File: src/hw/rtl/syt_pkg.sv
// Types, constants and helper functions of the Syracuse trajectory block.
`timescale 1ns / 1ps
package syt_pkg;

  localparam int unsigned SEED_W          = 128;
  localparam int unsigned STEP_W          = 6;
  localparam int unsigned SUM_W           = 8;
  localparam int unsigned OUT_SUM_W       = 7;
  localparam int unsigned PHASE_W         = 64;
  localparam int unsigned QUEUE_DEPTH     = 2;
  localparam logic [SUM_W-1:0]  VALUATION_LIMIT = 8'd120;
  localparam logic [STEP_W-1:0] MAX_STEPS_RESET = 6'd63;

  typedef struct packed {
    logic [SEED_W-1:0] seed;
    logic [STEP_W-1:0] limit;
  } syt_item_t;

  typedef enum logic [2:0] {
    ST_IDLE,
    ST_ADD,
    ST_CTZ,
    ST_SHIFT,
    ST_COMMIT,
    ST_FLUSH
  } syt_state_t;

  // Trailing zero count of a 128-bit word; an all-zero word counts as 128.
  function automatic logic [SUM_W-1:0] syt_ctz(input logic [SEED_W-1:0] y);
    logic [SEED_W-1:0] t;
    logic [SUM_W-1:0]  n;
    t = y;
    n = '0;
    if (y == '0) begin
      n = 8'd128;
    end else begin
      for (int i = 6; i >= 0; i--) begin
        if ((t & ((128'd1 << (1 << i)) - 128'd1)) == '0) begin
          n[i] = 1'b1;
          t = t >> (1 << i);
        end
      end
    end
    return n;
  endfunction

  // Top-aligned 0.64 fraction of (mu mod 2^k) / 2^k, for k from 1 to 127.
  function automatic logic [PHASE_W-1:0] syt_phase(input logic [SEED_W-1:0] mu,
                                                   input logic [6:0] k);
    logic [SEED_W-1:0] m;
    logic [SEED_W-1:0] t;
    logic [6:0]        sh;
    m  = mu & ~({SEED_W{1'b1}} << k);
    sh = 7'd0 - k;
    t  = m << sh;
    return t[SEED_W-1:SEED_W-PHASE_W];
  endfunction

endpackage

File: src/hw/rtl/syracuse_trajectory_phase.sv
// Top level of the accelerated Collatz (Syracuse) trajectory and phase block.
`timescale 1ns / 1ps
// Each input word is one 128-bit seed; bit 0 of the seed is forced to one.
// The block runs x = (3x+1) / 2^v modulo 2^128 from that seed, keeps the
// running sum S of the valuations v, and for step N = 1 .. max_steps sends one
// output word: N, S and the seed's residue modulo 2^(S+1) as a 0.64 fraction.
// A run ends without a word for the step at which S+1 would pass 120; the
// last word sent for a seed carries tlast. A run of zero steps sends nothing.
// Map steps: the first 3x+1 runs in a state of its own, then each map step
// passes through the shared 128-bit datapath as trailing-zero count, shift,
// and commit with the next 3x+1; the commit waits while a held word cannot
// move on to the output register.
// A two-entry seed queue lets the input side accept new seeds while the
// engine is busy; in_tready drops only when that queue is full.
// When the receiver stalls, the output register holds its word and the engine
// waits with at most one further word held inside; nothing is lost.
// Synchronous reset empties the queue, idles the engine, clears out_tvalid
// and sets max_steps back to 63. max_steps is written through cfg_wr_en.
module syracuse_trajectory_phase (
  input  logic         clk,
  input  logic         rst_n,
  input  logic         cfg_wr_en,
  input  logic [5:0]   cfg_wr_data,   // max_steps
  input  logic         in_tvalid,
  output logic         in_tready,
  input  logic [127:0] in_tdata,      // seed_high [63:0], seed_low [127:64]
  output logic         out_tvalid,
  input  logic         out_tready,
  output logic [79:0]  out_tdata,     // step_index [5:0], valuation_sum [12:6],
                                      // phase [76:13], zero fill [79:77]
  output logic         out_tlast      // last word of the seed's run
);
  import syt_pkg::*;

  logic [STEP_W-1:0] max_steps_r;
  logic              q_full;
  logic              q_empty;
  logic              q_push;
  logic              q_pop;
  syt_item_t         push_item;
  syt_item_t         pop_item;

  always_ff @(posedge clk) begin
    if (!rst_n) begin
      max_steps_r <= MAX_STEPS_RESET;
    end else if (cfg_wr_en) begin
      max_steps_r <= cfg_wr_data;
    end
  end

  syt_front u_front (
    .in_tvalid (in_tvalid),
    .in_tready (in_tready),
    .in_tdata  (in_tdata),
    .max_steps (max_steps_r),
    .q_full    (q_full),
    .q_push    (q_push),
    .q_item    (push_item)
  );

  syt_queue u_queue (
    .clk       (clk),
    .rst_n     (rst_n),
    .push      (q_push),
    .push_item (push_item),
    .pop       (q_pop),
    .pop_item  (pop_item),
    .full      (q_full),
    .empty     (q_empty)
  );

  syt_engine u_engine (
    .clk        (clk),
    .rst_n      (rst_n),
    .q_empty    (q_empty),
    .q_item     (pop_item),
    .q_pop      (q_pop),
    .out_tvalid (out_tvalid),
    .out_tready (out_tready),
    .out_tdata  (out_tdata),
    .out_tlast  (out_tlast)
  );

endmodule

File: src/hw/rtl/syt_front.sv
// Input side: takes seed words, forces the seed odd and drops zero-step runs.
`timescale 1ns / 1ps
module syt_front (
  input  logic                        in_tvalid,
  output logic                        in_tready,
  input  logic [127:0]                in_tdata,
  input  logic [syt_pkg::STEP_W-1:0]  max_steps,
  input  logic                        q_full,
  output logic                        q_push,
  output syt_pkg::syt_item_t          q_item
);
  import syt_pkg::*;

  logic accept;

  assign in_tready = !q_full;
  assign accept    = in_tvalid && in_tready;

  // A run of zero steps gives no result, so it never reaches the queue.
  assign q_push       = accept && (max_steps != '0);
  assign q_item.seed  = {in_tdata[63:0], in_tdata[127:65], 1'b1};
  assign q_item.limit = max_steps;

endmodule

File: src/hw/rtl/syt_queue.sv
// Short queue of classified seeds between the input side and the engine.
`timescale 1ns / 1ps
module syt_queue (
  input  logic               clk,
  input  logic               rst_n,
  input  logic               push,
  input  syt_pkg::syt_item_t push_item,
  input  logic               pop,
  output syt_pkg::syt_item_t pop_item,
  output logic               full,
  output logic               empty
);
  import syt_pkg::*;

  localparam int unsigned PTR_W = $clog2(QUEUE_DEPTH);
  localparam int unsigned CNT_W = $clog2(QUEUE_DEPTH + 1);

  syt_item_t        mem_r [QUEUE_DEPTH];
  logic [PTR_W-1:0] wr_ptr_r, wr_ptr_nxt;
  logic [PTR_W-1:0] rd_ptr_r, rd_ptr_nxt;
  logic [CNT_W-1:0] count_r, count_nxt;
  logic             do_push, do_pop;

  assign full     = (count_r == CNT_W'(QUEUE_DEPTH));
  assign empty    = (count_r == '0);
  assign do_push  = push && !full;
  assign do_pop   = pop && !empty;
  assign pop_item = mem_r[rd_ptr_r];

  always_comb begin
    wr_ptr_nxt = do_push ? wr_ptr_r + 1'b1 : wr_ptr_r;
    rd_ptr_nxt = do_pop ? rd_ptr_r + 1'b1 : rd_ptr_r;
    count_nxt  = count_r;
    if (do_push && !do_pop) begin
      count_nxt = count_r + 1'b1;
    end else if (do_pop && !do_push) begin
      count_nxt = count_r - 1'b1;
    end
  end

  always_ff @(posedge clk) begin
    if (!rst_n) begin
      wr_ptr_r <= '0;
      rd_ptr_r <= '0;
      count_r  <= '0;
    end else begin
      wr_ptr_r <= wr_ptr_nxt;
      rd_ptr_r <= rd_ptr_nxt;
      count_r  <= count_nxt;
    end
  end

  always_ff @(posedge clk) begin
    if (do_push) begin
      mem_r[wr_ptr_r] <= push_item;
    end
  end

endmodule

File: src/hw/rtl/syt_engine.sv
// Back end: iterates the Syracuse map on one seed and emits the result words.
`timescale 1ns / 1ps
module syt_engine (
  input  logic                         clk,
  input  logic                         rst_n,
  input  logic                         q_empty,
  input  syt_pkg::syt_item_t           q_item,
  output logic                         q_pop,
  output logic                         out_tvalid,
  input  logic                         out_tready,
  output logic [79:0]                  out_tdata,
  output logic                         out_tlast
);
  import syt_pkg::*;

  syt_state_t              state_r, state_nxt;
  logic [SEED_W-1:0]       mu_r, mu_nxt;
  logic [SEED_W-1:0]       x_r, x_nxt;
  logic [SEED_W-1:0]       y_r, y_nxt;
  logic [SUM_W-1:0]        v_r, v_nxt;
  logic [SUM_W-1:0]        sum_r, sum_nxt;
  logic [STEP_W-1:0]       step_r, step_nxt;
  logic [STEP_W-1:0]       limit_r, limit_nxt;

  logic                    pend_valid_r, pend_valid_nxt;
  logic [STEP_W-1:0]       pend_step_r, pend_step_nxt;
  logic [OUT_SUM_W-1:0]    pend_sum_r, pend_sum_nxt;
  logic [PHASE_W-1:0]      pend_phase_r, pend_phase_nxt;

  logic                    out_valid_r, out_valid_nxt;
  logic [STEP_W-1:0]       out_step_r, out_step_nxt;
  logic [OUT_SUM_W-1:0]    out_sum_r, out_sum_nxt;
  logic [PHASE_W-1:0]      out_phase_r, out_phase_nxt;
  logic                    out_last_r, out_last_nxt;

  logic [SEED_W-1:0]       y_calc;
  logic [SUM_W-1:0]        sum_add;
  logic                    out_free;

  // 3x+1 modulo 2^128.
  assign y_calc   = x_r + {x_r[SEED_W-2:0], 1'b0} + 128'd1;
  assign sum_add  = sum_r + v_r;
  assign out_free = !out_valid_r || out_tready;

  always_comb begin
    state_nxt      = state_r;
    mu_nxt         = mu_r;
    x_nxt          = x_r;
    y_nxt          = y_r;
    v_nxt          = v_r;
    sum_nxt        = sum_r;
    step_nxt       = step_r;
    limit_nxt      = limit_r;
    pend_valid_nxt = pend_valid_r;
    pend_step_nxt  = pend_step_r;
    pend_sum_nxt   = pend_sum_r;
    pend_phase_nxt = pend_phase_r;
    out_valid_nxt  = out_valid_r && !out_tready;
    out_step_nxt   = out_step_r;
    out_sum_nxt    = out_sum_r;
    out_phase_nxt  = out_phase_r;
    out_last_nxt   = out_last_r;
    q_pop          = 1'b0;

    case (state_r)
      ST_IDLE: begin
        if (!q_empty) begin
          q_pop     = 1'b1;
          mu_nxt    = q_item.seed;
          x_nxt     = q_item.seed;
          limit_nxt = q_item.limit;
          sum_nxt   = '0;
          step_nxt  = '0;
          state_nxt = ST_ADD;
        end
      end
      ST_ADD: begin
        y_nxt     = y_calc;
        step_nxt  = step_r + 1'b1;
        state_nxt = ST_CTZ;
      end
      ST_CTZ: begin
        v_nxt     = syt_ctz(y_r);
        state_nxt = ST_SHIFT;
      end
      ST_SHIFT: begin
        x_nxt   = y_r >> v_r;
        sum_nxt = sum_add;
        // Crossing the valuation limit ends the run with no word for this step.
        if (sum_add >= VALUATION_LIMIT) begin
          state_nxt = pend_valid_r ? ST_FLUSH : ST_IDLE;
        end else begin
          state_nxt = ST_COMMIT;
        end
      end
      ST_COMMIT: begin
        // The held word is known not to be last once this step survived.
        if (!pend_valid_r || out_free) begin
          if (pend_valid_r) begin
            out_valid_nxt = 1'b1;
            out_step_nxt  = pend_step_r;
            out_sum_nxt   = pend_sum_r;
            out_phase_nxt = pend_phase_r;
            out_last_nxt  = 1'b0;
          end
          pend_valid_nxt = 1'b1;
          pend_step_nxt  = step_r;
          pend_sum_nxt   = sum_r[OUT_SUM_W-1:0];
          pend_phase_nxt = syt_phase(mu_r, sum_r[OUT_SUM_W-1:0] + 7'd1);
          if (step_r == limit_r) begin
            state_nxt = ST_FLUSH;
          end else begin
            y_nxt     = y_calc;
            step_nxt  = step_r + 1'b1;
            state_nxt = ST_CTZ;
          end
        end
      end
      ST_FLUSH: begin
        if (out_free) begin
          out_valid_nxt  = 1'b1;
          out_step_nxt   = pend_step_r;
          out_sum_nxt    = pend_sum_r;
          out_phase_nxt  = pend_phase_r;
          out_last_nxt   = 1'b1;
          pend_valid_nxt = 1'b0;
          state_nxt      = ST_IDLE;
        end
      end
      default: begin
        state_nxt = ST_IDLE;
      end
    endcase
  end

  always_ff @(posedge clk) begin
    if (!rst_n) begin
      state_r      <= ST_IDLE;
      pend_valid_r <= 1'b0;
      out_valid_r  <= 1'b0;
      sum_r        <= '0;
      step_r       <= '0;
      limit_r      <= '0;
    end else begin
      state_r      <= state_nxt;
      pend_valid_r <= pend_valid_nxt;
      out_valid_r  <= out_valid_nxt;
      sum_r        <= sum_nxt;
      step_r       <= step_nxt;
      limit_r      <= limit_nxt;
    end
  end

  always_ff @(posedge clk) begin
    mu_r         <= mu_nxt;
    x_r          <= x_nxt;
    y_r          <= y_nxt;
    v_r          <= v_nxt;
    pend_step_r  <= pend_step_nxt;
    pend_sum_r   <= pend_sum_nxt;
    pend_phase_r <= pend_phase_nxt;
    out_step_r   <= out_step_nxt;
    out_sum_r    <= out_sum_nxt;
    out_phase_r  <= out_phase_nxt;
    out_last_r   <= out_last_nxt;
  end

  assign out_tvalid = out_valid_r;
  assign out_tlast  = out_last_r;
  assign out_tdata  = {3'b000, out_phase_r, out_sum_r, out_step_r};

endmodule

File: config.mk
export PLATFORM = sky130hd
export DESIGN_NAME = syracuse_trajectory_phase
export DESIGN_NICKNAME = d
export VERILOG_FILES = /design/src/hw/rtl/syt_pkg.sv /design/src/hw/rtl/syracuse_trajectory_phase.sv /design/src/hw/rtl/syt_front.sv /design/src/hw/rtl/syt_queue.sv /design/src/hw/rtl/syt_engine.sv
export SDC_FILE = /design/constraint.sdc
export NUM_CORES = 2
export LEC_CHECK = 0
export BUFFER_PORTS_ARGS = -buffer_cell sky130_fd_sc_hd__buf_2
export CORE_MARGIN = 1.5
export CORE_UTILIZATION = 50
export DETAILED_ROUTE_END_ITERATION = 8
export GPL_ROUTABILITY_DRIVEN = 0
export HOLD_SLACK_MARGIN = 0.05
export PLACE_DENSITY = 0.67
export SLEW_MARGIN = 15
export SYNTH_ARGS = -nofsm -noshare
export SYNTH_HDL_FRONTEND = slang
export SYNTH_SLANG_ARGS = --single-unit
export TNS_END_PERCENT = 50
File: constraint.sdc
create_clock -name clk -period 9.33 [get_ports clk]
set_input_delay 0.933 -clock clk [delete_from_list [all_inputs] [get_ports clk]]
set_output_delay 0.933 -clock clk [all_outputs]
set_load 0.005 [all_outputs]
==> flow_summary.yaml <==
critical_path:
  endpoint_kind: "register"
  critPathKind: "reg -> reg"
  start_kind: "register"
  slowest_delay_ns: 0.78
  rr_endpoint: "u_engine.pend_phase_r[28]"
  crit_arrival_ns: 7.09
  timing.rr.start: "u_engine.sum_r[0]"
  crit_family: "adder cells"
  critPathSlowestCell: "a211oi_1"
  critPathBufInv: 3
  reg2reg_setup_slack_ns: 2.67
  cp_max_fo: 75
  crit_chain: "ha_1 -> inv_1 -> ha_1 -> inv_1 -> ha_4 -> buf_4 -> nor2_1 -> nand2_1 -> nor2_1 -> a211oi_1 -> nand2_1 -> o21ai_0 -> o22a_1 -> o221ai_1 -> a22o_1"
  required_ns: 9.76
  r2r.worst_path.cells: 15
placed_design:
  hpwl_mm: 160.7
  numPortBuffers: 217
floorplan:
  die_h_um: 342.2
  start_util: 0.5037
  dieArea_um2: 117100
  core_um2: 114200
  rows: 124
  io_pins: 222
  die_w_um: 342.2
cts:
  clockRootBuffer: "clkbuf_16"
  cts_hold_buf: 0
  cts-buffers-inserted: 91
  ctsResizeCount: 0
  clockBufferDepth: 3
  insertion_delay_ns: 0.73
  htree_levels: 3
  clock_sinks: 847
  cts_tree: "done"
  post_cts.repair.setup_buffers: 0
  path_clk_slew_ns: 0.06
synth:
  synthCells: 5546
  ys_seq_area_frac: 0.4359
  ys_ff_latch: 847
  syn_area_um2: 57520
  ys.flop_type: "edfxtp_1"
  synth_cell_type_count: 96
  synth_enable_flop_cells: 811
  yosysWarnings: 0
  syn_area_per_cell_um2: 10.37
  async_reset_ff_frac: 0
global_routing:
  grt_usage: 0.3511
  antenna_found_initial: 16
  grt_pass1_vias: 44760
  grt_pass1_wl_mm: 301.7
  grt_max_degree: 112
  grt_overflow_total: 0
pwr:
  powerDensity_nw_per_um2: 368.6
  p_clk_frac: 0.161
  p_int_mw: 12.49
  power_leakage_nw: 23.04
  swShare: 0.4611
  combPwrFrac: 0.510
  p_sw_mw: 10.69
  power_frac_seq: 0.329
  vdd_drop_max_mv: 0.2305
routing:
  wl_per_cell_um: 29.92
  drcViolationCount: 32
  drt-total-wl_mm: 213.3
  drt_iter0_markers: 9656
  ant_nets: 0
  vias: 49930
  viasPerCell: 7.005
  dr.pass1.iters: 9
sta:
  clock_skew_ns: 0.05274
  timing.fmax_mhz: 150.2
  maxSlewViolCount: 0
  fin_crit_ns: 6.658
  setup_viol: 0
  whs_ns: 0.3926
  final.period_utilization: 0.7136
  final-hold-violation-count: 0
  setup-tns-final_ns: 0
  rsz0062_at_grt: "false"
  tightest_slew_ns: 1.235
  relSlewSlack: 0.1677
worst_hold_path:
  min_path_type: "in -> reg"
  hp-start: "in_tdata[40]"
  whs_endpoint: "u_queue.mem_r[0][109]"
  whs_path_depth: 1
run_status:
  outcome: "finished, violations left"
  violations: "DRC"
finish:
  syn_to_final_growth_pct: 9.281
  drive_gt1_frac: 0.1639
  fin_nets: 5814
run:
  drv_cap: 0
## cell type report
type | instances | area (µm²)
repair buffers | 293 | 1669
well taps | 1512 | 1892
flip-flops and latches | 847 | 25080
multi-input cells | 4234 | 30840
clock inverters | 54 | 660.6
clock buffers | 115 | 2449
diodes | 7 | 17.52
inverters | 65 | 254.0
fillers | 9912 | 51330
## Yosys cell counts (all sizes together), types with 33 or more instances
cell type / count / area share
edfxtp: 811 / 0.42
nand2: 787 / 0.051
o21ai: 372 / 0.032
a21oi: 369 / 0.032
mux2i: 344 / 0.060
nor2: 333 / 0.022
clkbuf: 307 / 0.020
mux2: 225 / 0.044
mux4: 172 / 0.068
ha: 141 / 0.031
o211ai: 116 / 0.015
nor3: 99 / 0.0086
a21o: 98 / 0.013
nand3: 97 / 0.0084
buf: 95 / 0.0069
xnor2: 89 / 0.014
a211oi: 66 / 0.0088
inv: 63 / 0.0041
xor2: 61 / 0.0093
nand4: 53 / 0.0058
a31oi: 47 / 0.0051
o221ai: 46 / 0.0071
o21a: 41 / 0.0054
o22ai: 38 / 0.0041
o21bai: 37 / 0.0048
dfxtp: 36 / 0.013
nand2b: 36 / 0.0039
o31ai: 34 / 0.0046
nor4: 33 / 0.0036
## per-layer routing
metal  GRT usage  vias up  wire length, µm
met5           0        -               85
met4      0.2067       14            16440
met3      0.1271      850            32490
met2      0.4871     3976            85580
met1      0.4693    23710            78670
li1            -    21380                -
## flip-flops by register name, indices dropped and copies added (netlist names), 8 cells and up, named ones only
register and cells:
u_engine.mu_r 126, u_engine.out_phase_r 64, u_engine.pend_phase_r 64, u_engine.sum_r 8, u_engine.v_r 8, u_engine.x_r 128, u_engine.y_r 128, u_queue.mem_r 266
## worst register-to-register path, cell delays in order, from the launching register on
cell and delay, ns:
dfxtp_4 0.67, ha_1 0.43, inv_1 0.15, ha_1 0.73, inv_1 0.54, ha_4 0.71, buf_4 0.78, nor2_1 0.27
nand2_1 0.28, nor2_1 0.07, a211oi_1 0.78, nand2_1 0.10, o21ai_0 0.20, o22a_1 0.21, o221ai_1 0.17, a22o_1 0.28
## cell families after synthesis
logic type / share of synthesized area
buffers and inverters: 0.03121
DFF: 0.4359
muxes: 0.1714
and+or+nand+nor: 0.1234
other: 0.00006519
AOI/OAI and AO/OA: 0.1837
adders and majority gates: 0.03137
xor gates and xnor gates: 0.02284
## per-stage QoR
| stage | util | total power [mW] | worst slack, ns | area (µm²) | cells |
|---|---|---|---|---|---|
| after detailed placement | 0.5231 | 18.77 | 3.039 | 59730 | 6951 |
| after floorplan | - | 14.97 | 2.024 | 57530 | 5548 |
| after global routing | 0.5503 | 24.04 | 2.560 | 62840 | 7120 |
| after global placement | 0.5231 | 18.62 | 3.129 | 59730 | 6951 |
| final | 0.5505 | 23.17 | 2.672 | 62860 | 7127 |
| after CTS | 0.5503 | 22.55 | 2.992 | 62840 | 7120 |
## worst max-delay path by stage
stage | startpoint | end | cells after the start
2_1_floorplan | out_tready | u_engine.y_r[0] | 4
3_3_place_gp | u_engine.sum_r[0] | u_engine.pend_phase_r[26] | 13
3_5_place_dp | u_engine.sum_r[0] | u_engine.pend_phase_r[26] | 13
4_1_cts | u_engine.sum_r[0] | u_engine.pend_phase_r[26] | 13
5_1_grt | u_engine.sum_r[0] | u_engine.pend_phase_r[28] | 15
6_report | u_engine.sum_r[0] | u_engine.pend_phase_r[28] | 15
## power by group through the flow
stage	clock network [mW]	registers (mW)	logic [mW]
global route	3.91	7.58	12.6
finish	3.74	7.62	11.8
detailed placement	0	7.49	11.3
floorplan	0	6.75	8.22
global placement	0	7.48	11.1
CTS	3.77	7.43	11.3
## cells in the final DEF (no fill, tap or decap), types with 98 or more instances in the layout
cell type    n
edfxtp_1   811
nand2_1    785
a21oi_1    368
o21ai_0    367
mux2i_1    344
nor2_1     329
mux2_2     225
buf_2      217
mux4_2     169
ha_1       140
o211ai_1   116
nor3_1      98
a21o_1      98
No activity file was read; power rests on OpenSTA's default activity.
